===== config.mk =====
export PLATFORM = sky130hd
export DESIGN_NAME = synth_voice_allocator_unit
export DESIGN_NICKNAME = d
export VERILOG_FILES = /design/src/hw/rtl/svalloc_pkg.sv /design/src/hw/rtl/svalloc_pitch_rom.sv /design/src/hw/rtl/synth_voice_allocator_unit.sv
export SDC_FILE = /design/constraint.sdc
export NUM_CORES = 1
export LEC_CHECK = 0
export BUFFER_PORTS_ARGS = -buffer_cell sky130_fd_sc_hd__buf_2
export CORE_AREA = 5 5 152 212
export CTS_CLUSTER_DIAMETER = 100
export DETAILED_ROUTE_END_ITERATION = 8
export DIE_AREA = 0 0 157 217
export PLACE_DENSITY = 0.38
export SYNTH_ARGS = -nofsm -noshare
export SYNTH_HDL_FRONTEND = slang
export SYNTH_HIERARCHICAL = 1
export SYNTH_SLANG_ARGS = --single-unit

===== constraint.sdc =====
create_clock -name aclk -period 7.15 [get_ports aclk]
set_input_delay 0.715 -clock aclk [delete_from_list [all_inputs] [get_ports aclk]]
set_output_delay 0.715 -clock aclk [all_outputs]
set_load 0.01 [all_outputs]

===== src/hw/rtl/svalloc_pkg.sv =====
// Shared types, codes and pitch table for the voice allocator.
package svalloc_pkg;

    localparam int VOICES_DEF = 6;
    localparam int SOUNDS_DEF = 3;

    localparam int REQ_W   = 2;
    localparam int NOTE_W  = 7;
    localparam int SEL_W   = 8;
    localparam int ACT_W   = 2;
    localparam int VOICE_W = 3;
    localparam int SNDO_W  = 2;
    localparam int PITCH_W = 21;
    localparam int MAP_W   = 6;

    typedef enum logic [REQ_W-1:0] {
        REQ_NOTE_OFF = 2'd0,
        REQ_NOTE_ON  = 2'd1,
        REQ_SOUND    = 2'd2,
        REQ_UNUSED   = 2'd3
    } req_t;

    typedef enum logic [ACT_W-1:0] {
        ACT_NONE     = 2'd0,
        ACT_START    = 2'd1,
        ACT_STOP     = 2'd2,
        ACT_STOP_ALL = 2'd3
    } action_t;

    // notes below PITCH_LO or above PITCH_HI have no frequency
    localparam logic [NOTE_W-1:0] PITCH_LO = 7'd9;
    localparam logic [NOTE_W-1:0] PITCH_HI = 7'd96;
    localparam int PITCH_ENTRIES = 88;

    // equal-tempered pitch, Q13.8 Hz, entry 0 is note 9 (27.5 Hz)
    localparam logic [PITCH_W-1:0] PITCH_TABLE [0:PITCH_ENTRIES-1] = '{
        21'd7040, 21'd7459, 21'd7902,
        21'd8372, 21'd8870, 21'd9397, 21'd9956, 21'd10548, 21'd11175,
        21'd11840, 21'd12544, 21'd13290, 21'd14080, 21'd14917, 21'd15804,
        21'd16744, 21'd17740, 21'd18795, 21'd19912, 21'd21096, 21'd22351,
        21'd23680, 21'd25088, 21'd26580, 21'd28160, 21'd29834, 21'd31609,
        21'd33488, 21'd35479, 21'd37589, 21'd39824, 21'd42192, 21'd44701,
        21'd47359, 21'd50175, 21'd53159, 21'd56320, 21'd59669, 21'd63217,
        21'd66976, 21'd70959, 21'd75178, 21'd79649, 21'd84385, 21'd89402,
        21'd94719, 21'd100351, 21'd106318, 21'd112640, 21'd119338, 21'd126434,
        21'd133952, 21'd141918, 21'd150356, 21'd159297, 21'd168769, 21'd178805,
        21'd189437, 21'd200702, 21'd212636, 21'd225280, 21'd238676, 21'd252868,
        21'd267905, 21'd283835, 21'd300713, 21'd318594, 21'd337539, 21'd357610,
        21'd378874, 21'd401403, 21'd425272, 21'd450560, 21'd477352, 21'd505737,
        21'd535809, 21'd567670, 21'd601425, 21'd637188, 21'd675077, 21'd715219,
        21'd757749, 21'd802807, 21'd850544, 21'd901120, 21'd954703, 21'd1011473,
        21'd1071618
    };

    function automatic logic [PITCH_W-1:0] pitch_lookup(input logic [NOTE_W-1:0] note);
        logic [NOTE_W-1:0] off;
        off = note - PITCH_LO;
        if (note < PITCH_LO || note > PITCH_HI) begin
            pitch_lookup = '0;
        end else begin
            pitch_lookup = PITCH_TABLE[off];
        end
    endfunction

endpackage


===== src/hw/rtl/svalloc_pitch_rom.sv =====
// Registered pitch ROM: note number to Q13.8 Hz frequency.
module svalloc_pitch_rom (
    input  logic                             aclk,
    input  logic [svalloc_pkg::NOTE_W-1:0]   note,
    output logic [svalloc_pkg::PITCH_W-1:0]  pitch_reg
);
    import svalloc_pkg::*;

    always_ff @(posedge aclk) begin
        pitch_reg <= pitch_lookup(note);
    end

endmodule


===== src/hw/rtl/synth_voice_allocator_unit.sv =====
// Polyphonic voice allocator: sequential voice scan, sound select, pitch lookup.
// Note on/off: one voice checked per cycle by a single compare unit in SCAN, then
//   DONE posts the word into the output register once it is empty or being taken.
// Sound select and unknown requests go from IDLE straight to DONE. A new request
//   is taken only in IDLE, so not before the previous word has been posted.
// Reset (aresetn low, synchronous): all voices free, sound 0, no word pending.
module synth_voice_allocator_unit #(
    parameter int VOICES = svalloc_pkg::VOICES_DEF,
    parameter int SOUNDS = svalloc_pkg::SOUNDS_DEF
) (
    input  logic                              aclk,
    input  logic                              aresetn,

    input  logic                              s_valid,
    output logic                              s_ready,
    input  logic [svalloc_pkg::REQ_W-1:0]     s_req_type,
    input  logic [svalloc_pkg::NOTE_W-1:0]    s_note_id,
    input  logic [svalloc_pkg::SEL_W-1:0]     s_sound_sel,

    output logic                              m_valid,
    input  logic                              m_ready,
    output logic [svalloc_pkg::ACT_W-1:0]     m_action,
    output logic [svalloc_pkg::VOICE_W-1:0]   m_voice,
    output logic [svalloc_pkg::SNDO_W-1:0]    m_sound_now,
    output logic [svalloc_pkg::PITCH_W-1:0]   m_pitch_q8,
    output logic                              m_pitch_valid,
    output logic [svalloc_pkg::MAP_W-1:0]     m_busy_map
);
    import svalloc_pkg::*;

    localparam int IDX_W = (VOICES > 1) ? $clog2(VOICES) : 1;
    localparam int SND_W = (SOUNDS > 1) ? $clog2(SOUNDS) : 1;
    localparam logic [IDX_W-1:0] IDX_LAST = IDX_W'(VOICES - 1);

    // IDLE takes a word, SCAN walks the voices, DONE posts into the output register
    typedef enum logic [1:0] {
        ST_IDLE,
        ST_SCAN,
        ST_DONE
    } state_t;

    state_t                 state_reg, state_next;
    logic [IDX_W-1:0]       idx_reg, idx_next;
    req_t                   req_reg, req_next;
    logic [NOTE_W-1:0]      note_reg, note_next;
    logic [VOICES-1:0]      busy_reg, busy_next;
    logic [SND_W-1:0]       sound_reg, sound_next;
    action_t                act_reg, act_next;
    logic [IDX_W-1:0]       vsel_reg, vsel_next;

    logic                   m_valid_reg, m_valid_next;
    logic [ACT_W-1:0]       m_action_reg, m_action_next;
    logic [VOICE_W-1:0]     m_voice_reg, m_voice_next;
    logic [SNDO_W-1:0]      m_sound_reg, m_sound_next;
    logic [PITCH_W-1:0]     m_pitch_reg, m_pitch_next;
    logic                   m_pvalid_reg, m_pvalid_next;
    logic [MAP_W-1:0]       m_map_reg, m_map_next;

    // key store, one entry per voice; entries are only compared while busy
    logic [NOTE_W-1:0]      voice_key [VOICES];
    logic                   key_we;
    logic [NOTE_W-1:0]      key_rd;

    logic                   hit;
    logic [PITCH_W-1:0]     rom_pitch;

    // zero-padded views so fixed-width fields work at any parameter value
    logic [VOICES+MAP_W-1:0]  busy_pad;
    logic [IDX_W+VOICE_W-1:0] vsel_pad;
    logic [SND_W+SNDO_W-1:0]  sound_pad;

    svalloc_pitch_rom u_rom (
        .aclk      (aclk),
        .note      (note_reg),
        .pitch_reg (rom_pitch)
    );

    assign key_rd    = voice_key[idx_reg];
    assign busy_pad  = {{MAP_W{1'b0}}, busy_reg};
    assign vsel_pad  = {{VOICE_W{1'b0}}, vsel_reg};
    assign sound_pad = {{SNDO_W{1'b0}}, sound_reg};

    // the shared compare: free voice for note on, matching busy voice for note off
    assign hit = (req_reg == REQ_NOTE_ON) ? !busy_reg[idx_reg]
                                          : (busy_reg[idx_reg] && key_rd == note_reg);

    always_comb begin
        state_next    = state_reg;
        idx_next      = idx_reg;
        req_next      = req_reg;
        note_next     = note_reg;
        busy_next     = busy_reg;
        sound_next    = sound_reg;
        act_next      = act_reg;
        vsel_next     = vsel_reg;
        key_we        = 1'b0;
        m_valid_next  = m_valid_reg && !m_ready;
        m_action_next = m_action_reg;
        m_voice_next  = m_voice_reg;
        m_sound_next  = m_sound_reg;
        m_pitch_next  = m_pitch_reg;
        m_pvalid_next = m_pvalid_reg;
        m_map_next    = m_map_reg;

        case (state_reg)
            ST_IDLE: begin
                if (s_valid) begin
                    req_next  = req_t'(s_req_type);
                    note_next = s_note_id;
                    idx_next  = '0;
                    vsel_next = '0;
                    act_next  = ACT_NONE;
                    case (req_t'(s_req_type))
                        REQ_NOTE_ON, REQ_NOTE_OFF: begin
                            state_next = ST_SCAN;
                        end
                        REQ_SOUND: begin
                            // a new, existing sound stops everything of the old one
                            if (s_sound_sel < SEL_W'(SOUNDS) &&
                                s_sound_sel != SEL_W'(sound_reg)) begin
                                sound_next = SND_W'(s_sound_sel);
                                act_next   = ACT_STOP_ALL;
                            end
                            state_next = ST_DONE;
                        end
                        default: begin
                            state_next = ST_DONE;
                        end
                    endcase
                end
            end
            ST_SCAN: begin
                if (hit) begin
                    if (req_reg == REQ_NOTE_ON) begin
                        busy_next[idx_reg] = 1'b1;
                        key_we             = 1'b1;
                        act_next           = ACT_START;
                    end else begin
                        busy_next[idx_reg] = 1'b0;
                        act_next           = ACT_STOP;
                    end
                    vsel_next  = idx_reg;
                    state_next = ST_DONE;
                end else if (idx_reg == IDX_LAST) begin
                    // no free voice, or key not held: post the word with no action
                    state_next = ST_DONE;
                end else begin
                    idx_next = IDX_W'(idx_reg + 1'b1);
                end
            end
            ST_DONE: begin
                if (!m_valid_reg || m_ready) begin
                    m_valid_next  = 1'b1;
                    m_action_next = act_reg;
                    m_voice_next  = vsel_pad[VOICE_W-1:0];
                    m_sound_next  = sound_pad[SNDO_W-1:0];
                    m_map_next    = busy_pad[MAP_W-1:0];
                    // pitch only on note on, even when no voice was free
                    if (req_reg == REQ_NOTE_ON) begin
                        m_pitch_next  = rom_pitch;
                        m_pvalid_next = (rom_pitch != '0);
                    end else begin
                        m_pitch_next  = '0;
                        m_pvalid_next = 1'b0;
                    end
                    state_next = ST_IDLE;
                end
            end
            default: begin
                state_next = ST_IDLE;
            end
        endcase
    end

    always_ff @(posedge aclk) begin
        if (!aresetn) begin
            state_reg   <= ST_IDLE;
            busy_reg    <= '0;
            sound_reg   <= '0;
            m_valid_reg <= 1'b0;
        end else begin
            state_reg   <= state_next;
            busy_reg    <= busy_next;
            sound_reg   <= sound_next;
            m_valid_reg <= m_valid_next;
        end
        idx_reg      <= idx_next;
        req_reg      <= req_next;
        note_reg     <= note_next;
        act_reg      <= act_next;
        vsel_reg     <= vsel_next;
        m_action_reg <= m_action_next;
        m_voice_reg  <= m_voice_next;
        m_sound_reg  <= m_sound_next;
        m_pitch_reg  <= m_pitch_next;
        m_pvalid_reg <= m_pvalid_next;
        m_map_reg    <= m_map_next;
    end

    always_ff @(posedge aclk) begin
        if (key_we) begin
            voice_key[idx_reg] <= note_reg;
        end
    end

    assign s_ready       = (state_reg == ST_IDLE);
    assign m_valid       = m_valid_reg;
    assign m_action      = m_action_reg;
    assign m_voice       = m_voice_reg;
    assign m_sound_now   = m_sound_reg;
    assign m_pitch_q8    = m_pitch_reg;
    assign m_pitch_valid = m_pvalid_reg;
    assign m_busy_map    = m_map_reg;

endmodule


==> metrics.yaml <==
timing:
  rsz0062_at_grt: "false"
  fin_crit_sh: 0.6432
  hold_viol_final: 0
  max_freq_mhz: 217.4
  period_minus_slack_ns: 4.599
  worst_slew_pin_slew_ns: 0.9399
  slew_viol_final: 0
  slew_headroom: 0.3734
  setup_tns_ns: 0
  finalSetupViolCount: 0
  worst_clock_skew_ns: 0.008576
synthesis:
  async_reset_ff_frac: 0
  syn_nets: 786
  ys_warn_count: 6
  ys_ff_latch: 129
  synth_cell_types: 80
  ys.flop_type: "edfxtp_1"
  synth.avg_cell_area_sq_um: 9.787
  synth_top_area_cell: "edfxtp_1"
  synth_area_leaders: "edfxtp_1 38%, dfxtp_1 9.5%, mux2i_1 4.5%, nand2_1 3.7%, nor2_1 3.1%"
  synth_cells: 752
  synth_edf_count: 94
  seq_area_frac_synth: 0.4787
  netlist.area_leader.share: 0.3835
  synth_commonest_cells: "94 x edfxtp_1, 72 x nand2_1, 60 x nor2_1"
  synthesis.area_sq_um: 7360
  yosysMostFrequentCell: "edfxtp_1"
worst_setup_path:
  arrival_ns: 4.94
  end_kind: "flop"
  crit_fanout: 27
  reg2reg_to: "u_rom/pitch_reg[7]"
  rrSetupSlack_ns: 2.55
  reg2reg_depth: 11
  cp_data_required_time_ns: 7.49
  crit_path_cell_trace: "inv_1 -> ha_1 -> inv_1 -> ha_1 -> buf_4 -> mux2i_1 -> o21ai_0 -> o22a_1 -> o21ai_0 -> o32ai_1 -> a211oi_1"
  critPathMaxStageDelay_ns: 0.76
  path_class: "flop to flop"
  timing.rr.start: "note_reg[0]"
  cp-start-kind: "flop"
  slowest_stage: "edfxtp_1"
place:
  place.detailed.hpwl_um: 17720
  port-buffer-count: 57
  gp_congestion: 0.8838
  dpl_cell_area_sq_um: 8016
  placedCellCount: 1155
routing:
  vias_per_cell: 5.192
  dr_total_vias: 6163
  drc: 0
  drt_iter0_drc: 457
  wl_per_cell_um: 20.87
  wl_um: 24770
  antenna_left: 0
  firstDrtPassIters: 5
clock_tree:
  clockBufferDepth: 2
  clock_latency_ns: 0.43
  cts_resized: 0
  h-tree-depth: 4
  cts_inserted_buffers: 17
  clockRootBuffer: "clkbuf_16"
  cts_tree: "done"
  ctsHoldBuffers: 0
  clk_pin_slew_ns: 0.06
  post-cts-setup-buffers: 0
  cts.sinks: 129
final_layout:
  postLayoutCellArea_sq_um: 8598
  largest_reg_flops: 42
  antennaDiodeCount: 0
  area_growth_pct: 16.83
  instances_no_fill: 1187
  drive_above_1_share: 0.1646
  fill_cells: 3130
  fin_nets: 823
  fin_util: 0.2872
die:
  coreArea_sq_um: 29940
  fp.dieH_um: 217
  die_x_um: 157
  start_util: 0.2459
  ioPinCount: 58
  floorplan.die_area_sq_um: 34070
  num_rows: 75
power:
  p_per_area_nw_per_um2: 265.9
  switchingPower_w: 0.0007089
  vdd_drop_max_uv: 135.2
  seq_power_share: 0.404
  intPower_w: 0.001578
  power_w: 0.002287
  p_leak_nw: 3.079
  switching_share: 0.3100
  pwr-share-comb: 0.231
  power_frac_clock: 0.366
hold_path:
  hp-start: "vsel_reg[2]"
  holdPathStages: 0
  hp-class: "flop to flop"
  min_to: "m_voice[2]"
outcome:
  status: "complete, no violations"
global_route:
  grt_pass1_vias: 6208
  grt.total_usage: 0.1467
  grt_max_degree: 64
  grt.overflow.total: 0
  antenna_found_initial: 0
  grt_pass1_wl_um: 38090
job:
  maxCapViolations: 0
## logic make-up (layout without fill, tap and decap cells)
logic type                 after synthesis  after routing  share of synthesized area
buffers and inverters                   81            131                    0.04811
AOI/OAI and AO/OA                      211            211                     0.1931
muxes                                   43             43                    0.06579
xor gates and xnor gates                15             15                    0.01785
DFF                                    129            129                     0.4787
and+or+nand+nor                        260            260                     0.1743
adders and majority gates               13             13                    0.02210
## metal layers
metal,global-route usage,routed length [um],vias up,part of all wire
met2,0.2390,12060,237,0.49
met5,0,0,-,0
met3,0.02703,1293,59,0.052
met1,0.1819,10400,2980,0.42
li1,-,-,2887,-
met4,0.08133,1028,0,0.041
## power groups by stage
| stage | Clock [W] | Combinational [W] | Sequential (W) |
|---|---|---|---|
| floorplan | 0 | 0.000361 | 0.000914 |
| global placement | 0 | 0.000535 | 0.000942 |
| detailed placement | 0 | 0.000519 | 0.000942 |
| CTS | 0.000869 | 0.000521 | 0.000927 |
| global route | 0.000905 | 0.000570 | 0.000933 |
| finish | 0.000836 | 0.000527 | 0.000923 |
## cells in the final DEF (no fill, tap or decap), types with 6 or more instances in the layout
cell type and count:
buf_4 19, o21ai_1 10, and2_1 24, a211oi_1 18
o211ai_1 16, nand3_1 16, o21ai_0 43, nor3_1 24
inv_1 22, clkbuf_16 18, dfxtp_1 35, a31oi_1 8
edfxtp_1 94, o31ai_1 6, nand2b_1 14, buf_2 57
xnor2_1 9, nor4_1 10, xor2_1 6, mux2i_1 33
o22ai_1 6, clkbuf_8 7, nand2_1 72, ha_1 13
nor2_1 58, nor2b_1 7, a22oi_1 6, a21oi_1 42
## area by class of cell
cell class / instances / area, sq um / share of cell area
clock buffers: 29 / 561.8 / 0.06534
clock inverters: 3 / 20.02 / 0.002328
inverters: 23 / 86.33 / 0.01004
multi-input cells: 542 / 3497 / 0.4067
flip-flops and latches: 129 / 3523 / 0.4098
well taps: 385 / 481.7 / 0.05602
repair buffers: 76 / 427.9 / 0.04977
## worst max-delay path: cells and delay by family, from the launching register on
family / cells / cell delay [ns]
fa+ha+maj: 2 / 1.35
buf+inv: 3 / 0.89
compound gates: 5 / 1.06
flops: 1 / 0.76
mux: 1 / 0.44
## worst max-delay path by stage
stage | startpoint | end | slack [ns]
after global placement | note_reg[0] | u_rom/pitch_reg[7] | 2.69
after global routing | note_reg[0] | u_rom/pitch_reg[7] | 2.20
after floorplan | m_ready | m_action[0] | 3.29
after detailed placement | note_reg[0] | u_rom/pitch_reg[7] | 2.63
after CTS | note_reg[0] | u_rom/pitch_reg[7] | 2.61
final | note_reg[0] | u_rom/pitch_reg[7] | 2.55
## per-stage QoR
step	hold WS, ns	setup WS (ns)
after floorplan	0.4003	3.293
after CTS	0.4220	2.608
after global placement	0.4047	2.691
after global routing	0.4338	2.204
final	0.4188	2.551
after detailed placement	0.4093	2.630
(Power assumes the default switching activity.)
